`config.mk`:
```
export PLATFORM = sky130hd
export DESIGN_NAME = sfprc_cfg
export DESIGN_NICKNAME = d
export VERILOG_FILES = /design/src/rtl/starfield_point_rotate_clip_defines.svh /design/src/rtl/sfprc_pkg.sv /design/src/rtl/sfprc_cfg.sv
export SDC_FILE = /design/constraint.sdc
export NUM_CORES = 1
export LEC_CHECK = 0
export ABC_CLOCK_PERIOD_IN_PS = 7600
export BUFFER_PORTS_ARGS = -buffer_cell sky130_fd_sc_hd__buf_2
export CAP_MARGIN = 20
export CORE_ASPECT_RATIO = 0.7
export CORE_MARGIN = 1
export CORE_UTILIZATION = 52
export DETAILED_ROUTE_END_ITERATION = 8
export PLACE_DENSITY_LB_ADDON = 0.2
export RECOVER_POWER = 25
export SETUP_SLACK_MARGIN = 0.1
export SKIP_CTS_REPAIR_TIMING = 1
export SLEW_MARGIN = 20
export SYNTH_ARGS = -nofsm -noshare
export SYNTH_HDL_FRONTEND = slang
export SYNTH_SLANG_ARGS = --single-unit
```
`constraint.sdc`:
```
create_clock -name clk -period 7.6 [get_ports clk]
set_input_delay 0.38 -clock clk [delete_from_list [all_inputs] [get_ports clk]]
set_output_delay 0.38 -clock clk [all_outputs]
set_load 0.03 [all_outputs]
```
`src/rtl/starfield_point_rotate_clip_defines.svh`:
```
// Assertion macros shared by the star field point rotate and clip block.
`ifndef STARFIELD_POINT_ROTATE_CLIP_DEFINES_SVH
`define STARFIELD_POINT_ROTATE_CLIP_DEFINES_SVH
`ifndef ASSERT_OFF
// Checked only while out of reset.
`define SFPRC_ASSERT(lbl, clk, rstn, prop, msg) \
  lbl: assert property (@(posedge clk) disable iff (!rstn) prop) else $error(msg);
// Checked at every edge, reset included.
`define SFPRC_ASSERT_ALWAYS(lbl, clk, prop, msg) \
  lbl: assert property (@(posedge clk) prop) else $error(msg);
`else
`define SFPRC_ASSERT(lbl, clk, rstn, prop, msg)
`define SFPRC_ASSERT_ALWAYS(lbl, clk, prop, msg)
`endif
`endif

```
`src/rtl/sfprc_pkg.sv`:
```
// Shared types, constants and width helpers of the star field point rotate and clip block.
package sfprc_pkg;

  localparam int unsigned OffW     = 16;
  localparam int unsigned FieldW   = 15;
  localparam int unsigned TrigW    = 16;
  localparam int unsigned StretchW = 9;
  localparam int unsigned ColorW   = 32;
  localparam int unsigned PixW     = 16;
  localparam int unsigned PixXW    = 11;
  localparam int unsigned PixYW    = 8;
  localparam int unsigned InDataW  = 64;
  localparam int unsigned OutDataW = 56;
  localparam int unsigned AddrW    = 5;
  localparam int unsigned DataW    = 32;
  localparam int unsigned LimW     = 19;

  // Field geometry in whole pixels.
  localparam int unsigned WrapX = 400;
  localparam int unsigned SpanX = 480;
  localparam int unsigned CtrX  = 160;
  localparam int unsigned WrapY = 300;
  localparam int unsigned SpanY = 360;
  localparam int unsigned CtrY  = 120;
  localparam int unsigned ScrW  = 320;
  localparam int unsigned ScrH  = 240;

  typedef enum logic [2:0] {
    REG_FIELD_X   = 3'd0,
    REG_FIELD_Y   = 3'd1,
    REG_COS_ROLL  = 3'd2,
    REG_SIN_ROLL  = 3'd3,
    REG_X_STRETCH = 3'd4
  } reg_idx_t;

  typedef struct packed {
    logic        [FieldW-1:0]   field_x;
    logic        [FieldW-1:0]   field_y;
    logic signed [TrigW-1:0]    cos_roll;
    logic signed [TrigW-1:0]    sin_roll;
    logic        [StretchW-1:0] x_stretch;
  } cfg_t;

  // Stretched x, Q.(2F), with room for both wrap subtractions.
  function automatic int bx_w(input int f);
    return f + 24;
  endfunction

  // Field y, Q.F, after wrap and recentering.
  function automatic int by_w(input int f);
    return f + 14;
  endfunction

  // Stretch-derived x constants (threshold and subtrahends), Q.(2F).
  function automatic int xc_w(input int f);
    return f + 20;
  endfunction

  // Rotation accumulator, Q.(T+2F).
  function automatic int acc_w(input int f, input int t);
    int a;
    a = f + 38;
    if (2 * f + 28 > a) a = 2 * f + 28;
    if (t + 2 * f + 13 > a) a = t + 2 * f + 13;
    return a + 3;
  endfunction

endpackage

```
`src/rtl/sfprc_cfg.sv`:
```
// Configuration register file with the stretch-derived constants.
module sfprc_cfg import sfprc_pkg::*; #(
  parameter int FRAC_BITS = 6
) (
  input  logic                           clk,
  input  logic                           rst_n,
  input  logic                           psel,
  input  logic                           penable,
  input  logic                           pwrite,
  input  logic [AddrW-1:0]               paddr,
  input  logic [DataW-1:0]               pwdata,
  output logic [DataW-1:0]               prdata,
  output logic                           pready,
  output cfg_t                           cfg,
  output logic [xc_w(FRAC_BITS)-1:0]     wrap_thr,
  output logic [xc_w(FRAC_BITS)-1:0]     sub_hi,
  output logic [xc_w(FRAC_BITS)-1:0]     sub_lo,
  output logic [LimW-1:0]                clip_lim
);

  localparam int CW = xc_w(FRAC_BITS);

  cfg_t            cfg_r;
  logic [CW-1:0]   wrap_thr_r, sub_hi_r, sub_lo_r;
  logic [LimW-1:0] clip_lim_r;
  logic            wr_en;
  reg_idx_t        idx;

  assign wr_en  = psel & penable & pwrite;
  assign idx    = reg_idx_t'(paddr[AddrW-1:2]);
  assign pready = 1'b1;

  always_ff @(posedge clk) begin
    if (!rst_n) begin
      cfg_r.field_x   <= '0;
      cfg_r.field_y   <= '0;
      cfg_r.cos_roll  <= 16'sh4000;
      cfg_r.sin_roll  <= '0;
      cfg_r.x_stretch <= 9'd128;
    end else if (wr_en) begin
      case (idx)
        REG_FIELD_X:   cfg_r.field_x   <= pwdata[FieldW-1:0];
        REG_FIELD_Y:   cfg_r.field_y   <= pwdata[FieldW-1:0];
        REG_COS_ROLL:  cfg_r.cos_roll  <= $signed(pwdata[TrigW-1:0]);
        REG_SIN_ROLL:  cfg_r.sin_roll  <= $signed(pwdata[TrigW-1:0]);
        REG_X_STRETCH: cfg_r.x_stretch <= pwdata[StretchW-1:0];
        default: ;
      endcase
    end
  end

  always_comb begin
    case (idx)
      REG_FIELD_X:   prdata = {{(DataW-FieldW){1'b0}}, cfg_r.field_x};
      REG_FIELD_Y:   prdata = {{(DataW-FieldW){1'b0}}, cfg_r.field_y};
      REG_COS_ROLL:  prdata = {{(DataW-TrigW){cfg_r.cos_roll[TrigW-1]}}, cfg_r.cos_roll};
      REG_SIN_ROLL:  prdata = {{(DataW-TrigW){cfg_r.sin_roll[TrigW-1]}}, cfg_r.sin_roll};
      REG_X_STRETCH: prdata = {{(DataW-StretchW){1'b0}}, cfg_r.x_stretch};
      default:       prdata = '0;
    endcase
  end

  // Constant multiples of the stretch, refreshed every cycle so the
  // products stay off the datapath.
  always_ff @(posedge clk) begin
    wrap_thr_r <= (CW'(cfg_r.x_stretch) * CW'(WrapX)) << FRAC_BITS;
    sub_hi_r   <= (CW'(cfg_r.x_stretch) * CW'(SpanX + CtrX)) << FRAC_BITS;
    sub_lo_r   <= (CW'(cfg_r.x_stretch) * CW'(CtrX)) << FRAC_BITS;
    clip_lim_r <= LimW'(cfg_r.x_stretch) * LimW'(ScrW);
  end

  assign cfg      = cfg_r;
  assign wrap_thr = wrap_thr_r;
  assign sub_hi   = sub_hi_r;
  assign sub_lo   = sub_lo_r;
  assign clip_lim = clip_lim_r;

endmodule

```
======== Word-level counts from Yosys, hierarchy flattened ========
Index checks and enable logic that the tools add are counted.
storage, ports and cells
  bits in registers ....................... 121
  input port bits ......................... 42
  logic and storage cells ................. 26
  output and inout bits ................... 201
operators by class
  reduce and logical (&&, ||, !) cells .... 6
  bitwise gates (word level) .............. 2
  mux-type cells .......................... 1
  equal/unequal tests ..................... 4
  multiply operators ...................... 4
operator list
  cell                                                number
  case mux 32 bit (5 select lines)                    1
  multiplier 9 x 3 -> 12 bit (second input constant)  3
  multiplier 9 x 5 -> 14 bit (second input constant)  1
  AND reduction 2 bit                                 5
  == test 3 x 2 -> 1 bit (second input constant)      2
  == test 3 x 1 -> 1 bit (second input constant)      1
  == test 3 bit (second input constant)               1
  logical NOT 3 bit                                   1
  bitwise AND 1 bit                                   2

======== Longest topological paths before layout ========
Gate-level depths: netlist (run 1).
  depth in word-level cells ............... 3
  depth in mapped cells ................... 11
  depth with buffers taken out ............ 11

======== Worst setup path after synthesis (run 1) ========
OpenSTA, ideal clock, no wires.
  kind .................................... input to output
  start ................................... input port paddr[3]
  end ..................................... output port prdata[16]
  path buffers ............................ 4
  arrival time ............................ 2.965 ns
  stages .................................. 5
  setup slack ............................. 4.255 ns
  data required time ...................... 7.220 ns
  cells stage by stage .................... buf_4 > buf_2 > buf_2 > nor3b_1 > buf_4
on the way
  longest elaborated chain between the ends .. 2
  elaborated cells on any way between the ends .. 6
  classes of those cells .................. eq/ne (4); mux (1); reduce/logical (1)
RTL lines
  item                                   RTL line         source
  start: declaration                     sfprc_cfg.sv:10  input logic [AddrW-1:0] paddr,
  == test 3 bit (tied with other cells)  sfprc_cfg.sv:53  case (idx)
  case mux 32 bit (5 select lines) (*)   sfprc_cfg.sv:53
  end: declaration                       sfprc_cfg.sv:12  output logic [DataW-1:0] prdata,
Every way passes the cells marked *; elsewhere a longest branch is shown, timed or not.

======== Final worst setup path (run 1) ========
  start ................................... register cfg_r (netlist bit cfg[5])
  end ..................................... register wrap_thr_r[23] (netlist: wrap_thr[23])
on the way
  longest elaborated chain between the ends .. 1
RTL lines
  item                        RTL line         source
  start: declaration          sfprc_cfg.sv:23  cfg_t cfg_r;
  multiplier 9 x 5 -> 14 bit  sfprc_cfg.sv:66  wrap_thr_r <= (CW'(cfg_r.x_stretch) * CW'(WrapX)) << FRAC_BITS;
  end signal: assignment      sfprc_cfg.sv:66
  end: declaration            sfprc_cfg.sv:24  logic [CW-1:0] wrap_thr_r, sub_hi_r, sub_lo_r;
Every way passes these cells.
A chain may end at the register's enable or synchronous reset.

==> results of run 1 <==
## logic make-up (layout without fill, tap and decap cells)
family / count (synthesis) / in the layout / share of synthesized area, %
AND/OR/NAND/NOR: 152 / 152 / 13.0
buffers and inverters: 136 / 210 / 16.0
adder cells (fa/ha/maj): 50 / 50 / 12.0
AO/OA/AOI/OAI: 102 / 102 / 13.7
multiplexers: 40 / 40 / 8.78
other: 2 / 48 / 0.135
XOR/XNOR: 14 / 14 / 2.21
flip-flops: 95 / 95 / 34.3
## how the worst min path moves through the flow
stage | start | to | slack (ns) | cells after the start
final | pwdata[14] | cfg[39] | 0.30 | 3
after CTS | pwdata[14] | cfg[39] | 0.30 | 3
after global placement | cfg[15] | cfg[15] | 0.45 | 2
after floorplan | pwdata[14] | cfg[39] | 0.50 | 2
after global routing | pwdata[14] | cfg[39] | 0.31 | 3
after detailed placement | cfg[30] | cfg[30] | 0.46 | 2
## worst max-delay path: cells and delay by family, from the launching register on
family | cells | cell delay (ns)
AND/OR/NAND/NOR | 1 | 0.21
AO/OA/AOI/OAI | 3 | 0.74
adder cells (fa/ha/maj) | 4 | 1.45
buffers and inverters | 2 | 0.10
flip-flops | 1 | 0.54
XOR/XNOR | 1 | 0.13
## report_power, final
| part | internal, mW | switching [mW] | leakage (nW) | total (mW) |
|---|---|---|---|---|
| registers | 0.502 | 0.00362 | 0.766 | 0.506 |
| logic | 0.0236 | 0.0793 | 2.05 | 0.103 |
| clock network | 0.274 | 0.191 | 0.145 | 0.465 |
| total | 0.800 | 0.274 | 2.96 | 1.07 |
## stage by stage
| step | std cells | util (%) | worst slack, ns | hold slack (ns) |
|---|---|---|---|---|
| 3_3_place_gp | 827 | 57.4 | 4.44 | 0.452 |
| 3_5_place_dp | 827 | 57.4 | 4.39 | 0.456 |
| 6_report | 843 | 59.8 | 4.36 | 0.300 |
| 4_1_cts | 843 | 60.4 | 4.36 | 0.301 |
| 2_1_floorplan | 637 | - | 4.26 | 0.504 |
| 5_1_grt | 843 | 59.8 | 4.17 | 0.310 |
## final cells by class
| type | count | share of cell area, % |
|---|---|---|
| Clock buffer | 12 | 4.14 |
| Clock inverter | 4 | 0.869 |
| Inverter | 18 | 1.09 |
| Multi-Input combinational cell | 406 | 47.4 |
| Sequential cell | 95 | 30.7 |
| Tap cell | 132 | 2.67 |
| Timing Repair Buffer | 176 | 13.1 |
## flip-flops by register name, indices dropped and copies added (netlist names)
name	count
clip_lim	12
cfg	71
wrap_thr	12
## layout by cell type (no fill, tap or decap), types with 22 or more instances in the layout
| master | count |
|---|---|
| nand2_1 | 96 |
| clkbuf_1 | 57 |
| mux2i_1 | 25 |
| nor2b_1 | 32 |
| buf_2 | 120 |
| dfxtp_1 | 95 |
| ha_1 | 45 |
| a21boi_1 | 25 |
| conb_1 | 48 |
| a21boi_0 | 22 |
## layer usage
metal	vias to the layer above	wire, microns	global-route usage, %
met4	0	81	7.32
met1	2064	6060	30.3
met2	160	5870	36.3
met3	9	879	5.02
li1	2082	-	-
met5	-	0	0
==> results.json, run 1 <==
{
  "clkTransAtPathRegs_ns": 0.07,
  "vias_per_cell": 5.12,
  "diodes": 0,
  "synthMostInstantiatedCell": "nand2_1",
  "vias": 4315,
  "avgSynthCellArea_sq_um": 9.38,
  "worst_path_max_delay_cell": "dfxtp_1",
  "yosysTopAreaCellShare_pct": 34.3,
  "final.setup.tns_ns": 0,
  "grt_max_degree": 72,
  "min_path_type": "in2reg",
  "placed_cell_area_sq_um": 5940,
  "fillers": 920,
  "rows": 31,
  "period_minus_slack_ns": 3.24,
  "design_area_sq_um": 6190,
  "critPathLaunchType": "flop",
  "die_height_microns": 88.4,
  "first_pass_iters": 7,
  "required_ns": 7.87,
  "coreArea_sq_um": 10400,
  "die_x_microns": 125,
  "ys.warnings.count": 0,
  "crit_path_cell_trace": "ha_1 -> ha_1 -> inv_1 -> fa_1 -> inv_1 -> ha_1 -> and3_4 -> a2111oi_4 -> o21ai_1 -> a21oi_1 -> xnor2_1",
  "status": "finished with violations",
  "drive_gt1_share_pct": 22.9,
  "wl_microns": 12900,
  "routabilityCongestion": 0.796,
  "path_class": "reg2reg",
  "nets": 798,
  "p_leak_nw": 2.96,
  "wl_per_cell_microns": 15.3,
  "clk_path_buf_depth": 2,
  "yosysSeqAreaShare_pct": 34.3,
  "setup_viol_count_final": 0,
  "start_util_pct": 53.5,
  "rsz0062_at_grt": "false",
  "drc": 16,
  "first_iter_violations": 277,
  "synth-main-ff-cell": "dfxtp_1",
  "drv_cap": 0,
  "cp-end-kind": "flop",
  "netlist_top_cells_count": "nand2_1 (96), dfxtp_1 (95), buf_4 (92), ha_1 (45), nor2b_1 (32)",
  "syn_area_sq_um": 5550,
  "ff2ff_setup_slack_ns": 4.36,
  "grt.overflow.total": 0,
  "regArea_sq_um": 1900,
  "synth_cells": 591,
  "violations": "DRC",
  "grt_pass1_vias": 3735,
  "cts_max_level": 3,
  "critPathLaunch": "cfg[5]",
  "multiInputGateArea_sq_um": 2930,
  "die_area_sq_um": 11100,
  "crit_path_frequent_cell": "ha_1",
  "max_freq_mhz": 309,
  "cts.sinks": 95,
  "cts_tree": "yes",
  "ys_top_cells_by_area": "dfxtp_1 (34%), buf_4 (12%), ha_1 (10%)",
  "ir_drop_mv": 0.117,
  "hpwl_microns": 9370,
  "slew_viol_final": 0,
  "cts_buffers": 9,
  "cts-root-buf": "clkbuf_16",
  "area_growth_pct": 11.6,
  "tightest_slew_ns": 1.01,
  "fin_crit_sh_pct": 42.6,
  "grt_antenna_before_repair": 0,
  "p_per_area_nw_per_um2": 173,
  "synth_top_cell_by_area": "dfxtp_1",
  "io_buffer_count": 176,
  "cp_max_fo": 8,
  "grt_use_total_pct": 22.5,
  "synth-seq-cells": 95,
  "ios": 243,
  "r2r-end": "wrap_thr[23]",
  "crit_arrival_ns": 3.51,
  "grt_pass1_wl_microns": 19300,
  "async_flop_share_pct": 0,
  "ys_types": 45,
  "fin_total_pwr_mw": 1.07,
  "relSlewSlack_pct": 32.4,
  "worstSetupEndpoint": "wrap_thr[23]",
  "hold_violations": 0,
  "rr_startpoint": "cfg[5]",
  "drtAntennaViolNets": 0,
  "synth-edff-count": 0,
  "skew_ns": 0.00344,
  "r2r_cells": 11,
  "critPathMaxStageDelay_ns": 0.54,
  "clk_latency_ns": 0.34
}
Note: power is estimated with default switching activity, not from simulation.
==> inputs of run 2 (changes only) <==
--- a/config.mk
+++ b/config.mk
@@ -5,12 +5,12 @@
 export SDC_FILE = /design/constraint.sdc
 export NUM_CORES = 1
 export LEC_CHECK = 0
-export ABC_CLOCK_PERIOD_IN_PS = 7600
+export ABC_CLOCK_PERIOD_IN_PS = 3200
 export BUFFER_PORTS_ARGS = -buffer_cell sky130_fd_sc_hd__buf_2
 export CAP_MARGIN = 20
 export CORE_ASPECT_RATIO = 0.7
 export CORE_MARGIN = 1
-export CORE_UTILIZATION = 52
+export CORE_UTILIZATION = 48
 export DETAILED_ROUTE_END_ITERATION = 8
 export PLACE_DENSITY_LB_ADDON = 0.2
 export RECOVER_POWER = 25
==> constraint.sdc (replaced) <==
create_clock -name clk -period 3.2 [get_ports clk]
set_input_delay 0.16 -clock clk [delete_from_list [all_inputs] [get_ports clk]]
set_output_delay 0.16 -clock clk [all_outputs]
set_load 0.03 [all_outputs]
==> results.json, run 2 (synthesis results as in run 1) <==
{
  "status": "completed",
  "grt_antenna_before_repair": 0,
  "critPathLaunch": "cfg[4]",
  "drtAntennaViolNets": 0,
  "relSlewSlack_pct": 33.2,
  "first_iter_violations": 166,
  "setup_slack_ns": 0.231,
  "ios": 243,
  "cts_tree": "yes",
  "grt.overflow.total": 0,
  "required_ns": 3.47,
  "grt_use_total_pct": 22.3,
  "final_common_cell": "buf_2",
  "p_per_area_nw_per_um2": 416,
  "placed_cell_area_sq_um": 6060,
  "grt_pass1_vias": 3888,
  "first_pass_iters": 4,
  "grt_max_degree": 72,
  "start_util_pct": 49.8,
  "design_area_sq_um": 6310,
  "max_freq_mhz": 337,
  "stdcell_count": 876,
  "coreArea_sq_um": 11100,
  "die_area_sq_um": 12000,
  "p_leak_nw": 3.00,
  "critPathMaxStageDelay_ns": 0.50,
  "cts-root-buf": "clkbuf_16",
  "cts.sinks": 95,
  "whs_ns": 0.0880,
  "post-place-ws_ns": 0.216,
  "min_path_type": "in2reg",
  "ir_drop_mv": 0.225,
  "path_class": "reg2reg",
  "nets": 810,
  "rr_startpoint": "cfg[4]",
  "period_minus_slack_ns": 2.97,
  "die_x_microns": 130,
  "place_inst": 859,
  "ff2ff_setup_slack_ns": 0.23,
  "vias": 4313,
  "hold_violations": 0,
  "hpwl_microns": 9800,
  "setup_viol_count_final": 0,
  "vias_per_cell": 4.92,
  "final.setup.tns_ns": 0,
  "diodes": 0,
  "crit_path_frequent_cell": "ha_1",
  "most-common-layout-cells": "buf_2 (119), nand2_1 (96), dfxtp_1 (92), clkbuf_1 (60), conb_1 (48)",
  "cp_max_fo": 5,
  "skew_ns": 0.00495,
  "cts_buffers": 9,
  "drc": 0,
  "rows": 32,
  "grt_pass1_wl_microns": 20300,
  "fin_total_pwr_mw": 2.63,
  "clkTransAtPathRegs_ns": 0.07,
  "clk_path_buf_depth": 2,
  "io_buffer_count": 176,
  "drv_cap": 0,
  "crit_path_cell_trace": "ha_1 -> ha_1 -> inv_1 -> fa_1 -> inv_1 -> ha_1 -> and3_2 -> a2111oi_4 -> o21ai_1 -> a21oi_1 -> xnor2_1",
  "cts_max_level": 3,
  "rsz0062_at_grt": "false",
  "fillers": 1038,
  "wl_per_cell_microns": 15.2,
  "routabilityCongestion": 0.789,
  "critPathLaunchType": "flop",
  "fin_crit_sh_pct": 92.8,
  "tightest_slew_ns": 1.00,
  "area_growth_pct": 13.8,
  "cp-end-kind": "flop",
  "worst_path_max_delay_cell": "fa_1",
  "drive_gt1_share_pct": 24.1,
  "clk_latency_ns": 0.34,
  "largest_reg_flops": 71,
  "crit_arrival_ns": 3.24,
  "wl_microns": 13300,
  "die_height_microns": 91.9,
  "final_util_pct": 56.7,
  "hold_path.startpoint": "pwdata[15]",
  "slew_viol_final": 0
}
-- run 2: changes by cell type in the layout (fill, tap and decap cells not counted) --
cell and change:
clkbuf_1 +3, dfxtp_1 -3, nor3b_2 -1, bufinv_16 +1, buf_2 -1, dfxtp_2 +3, clkinvlp_4 +1, clkbuf_8 -1
inv_6 +1, nor3b_1 +1, buf_4 +9, clkinv_4 -1
-- run 2: routing by layer --
layer  track usage [%]  wire, microns  part of all wire [%]  up-vias
met3              5.02           1020                   7.6        5
met5                 0              0                     0        -
li1                  -              -                     -     2109
met4              5.46             48                  0.36        0
met2              35.9           6120                    46      171
met1              30.1           6140                    46     2028
-- run 2: area by class of cell --
type | count | area, sq um | share of cell area, %
tap | 153 | 191 | 3.03
clock inverter | 6 | 91.3 | 1.45
timing repair buffer | 188 | 888 | 14.1
inverter | 18 | 67.6 | 1.07
multi-input combinational | 406 | 2930 | 46.4
clock buffer | 10 | 239 | 3.79
sequential | 95 | 1910 | 30.2
-- run 2: critical path: cells and delay by family (launching register included) --
kind | cells | cell delay [ns]
fa+ha+maj | 4 | 1.42
xor+xnor | 1 | 0.13
compound gates | 3 | 0.67
simple gates | 1 | 0.25
flops | 1 | 0.34
buf+inv | 2 | 0.09
-- run 2: where the power goes --
part / internal [mW] / total (mW) / switching (mW)
Combinational: 0.0580 / 0.249 / 0.191
Sequential: 1.19 / 1.20 / 0.00728
Clock: 0.709 / 1.18 / 0.470
Total: 1.96 / 2.63 / 0.668
-- run 2: final timing paths --
kind | to | depth (start not counted)
max reg2reg | wrap_thr[23] | 11
min | cfg[40] | 3
max | wrap_thr[23] | 11
min reg2reg | cfg[15] | 2
==> inputs of run 3 (changes only) <==
--- a/config.mk
+++ b/config.mk
@@ -8,9 +8,11 @@
 export ABC_CLOCK_PERIOD_IN_PS = 3200
 export BUFFER_PORTS_ARGS = -buffer_cell sky130_fd_sc_hd__buf_2
 export CAP_MARGIN = 20
+export CELL_PAD_IN_SITES_DETAIL_PLACEMENT = 0
+export CELL_PAD_IN_SITES_GLOBAL_PLACEMENT = 2
 export CORE_ASPECT_RATIO = 0.7
 export CORE_MARGIN = 1
-export CORE_UTILIZATION = 48
+export CORE_UTILIZATION = 27
 export DETAILED_ROUTE_END_ITERATION = 8
 export PLACE_DENSITY_LB_ADDON = 0.2
 export RECOVER_POWER = 25
==> results.json, run 3 (synthesis results as in run 1) <==
{
  "max_freq_mhz": 340,
  "internal_power_mw": 2.12,
  "required_ns": 3.48,
  "diodes": 0,
  "drv_cap": 0,
  "nets": 810,
  "rr_startpoint": "cfg[4]",
  "area_growth_pct": 17.5,
  "grt_use_total_pct": 14.5,
  "p_leak_nw": 3.04,
  "wl_per_cell_microns": 15.4,
  "worst_path_max_delay_cell": "fa_1",
  "design_area_sq_um": 6520,
  "skew_ns": 0.00648,
  "vias_per_cell": 4.26,
  "crit_path_frequent_cell": "ha_1",
  "die_area_sq_um": 21100,
  "grt.overflow.total": 0,
  "final.setup.tns_ns": 0,
  "placed_cell_area_sq_um": 6210,
  "drive_gt1_share_pct": 24.3,
  "tightest_slew_ns": 0.842,
  "swShare_pct": 24.7,
  "grt_pass1_wl_microns": 23200,
  "io_buffer_count": 176,
  "min_path_type": "in2reg",
  "most-common-layout-cells": "buf_2 (118), nand2_1 (96), dfxtp_1 (92), clkbuf_1 (59), conb_1 (48)",
  "ir_drop_mv": 0.228,
  "vias": 4230,
  "cp_max_fo": 5,
  "cp-end-kind": "flop",
  "hold_path.startpoint": "pwdata[15]",
  "setup_viol_count_final": 0,
  "grt_pass1_vias": 4037,
  "crit_arrival_ns": 3.23,
  "clk_latency_ns": 0.35,
  "critPathLaunch": "cfg[4]",
  "grt_antenna_before_repair": 0,
  "routabilityCongestion": 0.758,
  "critPathLaunchType": "flop",
  "crit_path_cell_trace": "ha_1 -> ha_1 -> inv_1 -> fa_1 -> inv_1 -> ha_1 -> and3_2 -> a2111oi_4 -> o21ai_1 -> a21oi_2 -> xnor2_1",
  "relSlewSlack_pct": 43.7,
  "cp.buffers_inverters": 2,
  "grt_max_degree": 72,
  "switchingPower_mw": 0.695,
  "cts_max_level": 3,
  "cts_tree": "yes",
  "crit_family": "adder cells",
  "p_per_area_nw_per_um2": 432,
  "cts-root-buf": "clkbuf_16",
  "start_util_pct": 27.8,
  "fin_crit_sh_pct": 92.0,
  "die_height_microns": 122,
  "p_clk_share_pct": 48.4,
  "ios": 243,
  "cts_buffers": 9,
  "first_iter_violations": 173,
  "path_class": "reg2reg",
  "hold_violations": 0,
  "status": "completed",
  "coreArea_sq_um": 20000,
  "drtAntennaViolNets": 0,
  "whs_ns": 0.0758,
  "hpwl_microns": 11300,
  "cts.sinks": 95,
  "critPathMaxStageDelay_ns": 0.50,
  "wl_microns": 15300,
  "p_seq_share_pct": 42.6,
  "final_common_cell": "buf_2",
  "clk_path_buf_depth": 2,
  "rows": 43,
  "p_comb_share_pct": 9.0,
  "drc": 0,
  "largest_reg_flops": 71,
  "slew_viol_final": 0,
  "first_pass_iters": 4,
  "rsz0062_at_grt": "false",
  "die_x_microns": 173,
  "clkTransAtPathRegs_ns": 0.07,
  "period_minus_slack_ns": 2.94
}
## run 3: cell types whose count changed in the layout (fill, tap and decap cells not counted), sizes merged
| cell | delta |
|---|---|
| buf | +1 |
| clkbuf | -1 |
| clkinvlp | -3 |
| bufinv | +2 |
| inv | +1 |
## run 3: path summary, 6_finish.rpt
| path | end | cells past startpoint | slack [ns] |
|---|---|---|---|
| worst max-delay path | wrap_thr[23] | 11 | 0.26 |
| worst min-delay path | cfg[24] | 3 | 0.08 |
| worst max register to register | wrap_thr[23] | 11 | 0.26 |
| worst min register to register | wrap_thr[12] | 0 | 0.41 |
## run 3: worst min-delay path: stages
cell and delay [ns]:
buf_2 0.11, nand2_1 0.04, a21boi_0 0.06
## run 3: routing by layer
layer,track usage (%),routed length [microns]
met3,3.68,794
met1,20.2,7780
met5,0,0
met4,4.54,229
met2,21.9,6510
## run 3: area by class of cell
| cell class | count | area, sq um |
|---|---|---|
| Timing Repair Buffer | 188 | 895 |
| Sequential cell | 95 | 1910 |
| Inverter | 18 | 67.6 |
| Tap cell | 270 | 338 |
| Multi-Input combinational cell | 406 | 2930 |
| Fill cell | 2131 | 13400 |
| Clock inverter | 6 | 138 |
| Clock buffer | 10 | 239 |
## run 3: power groups by stage
stage | Clock (mW) | Sequential (mW) | Combinational (mW)
2_1_floorplan | 0 | 1.25 | 0.215
3_3_place_gp | 0 | 1.23 | 0.256
3_5_place_dp | 0 | 1.23 | 0.257
4_1_cts | 1.41 | 1.20 | 0.257
5_1_grt | 1.45 | 1.20 | 0.271
6_report | 1.36 | 1.20 | 0.253
## run 3: per-stage QoR
step	instances	power, mW	setup slack, ns	utilization (%)
floorplan	637	1.46	0.145	-
global placement	977	1.48	0.226	31.1
detailed placement	977	1.48	0.166	31.1
CTS	993	2.87	0.170	33.0
global route	993	2.92	0.104	32.6
finish	993	2.82	0.257	32.6
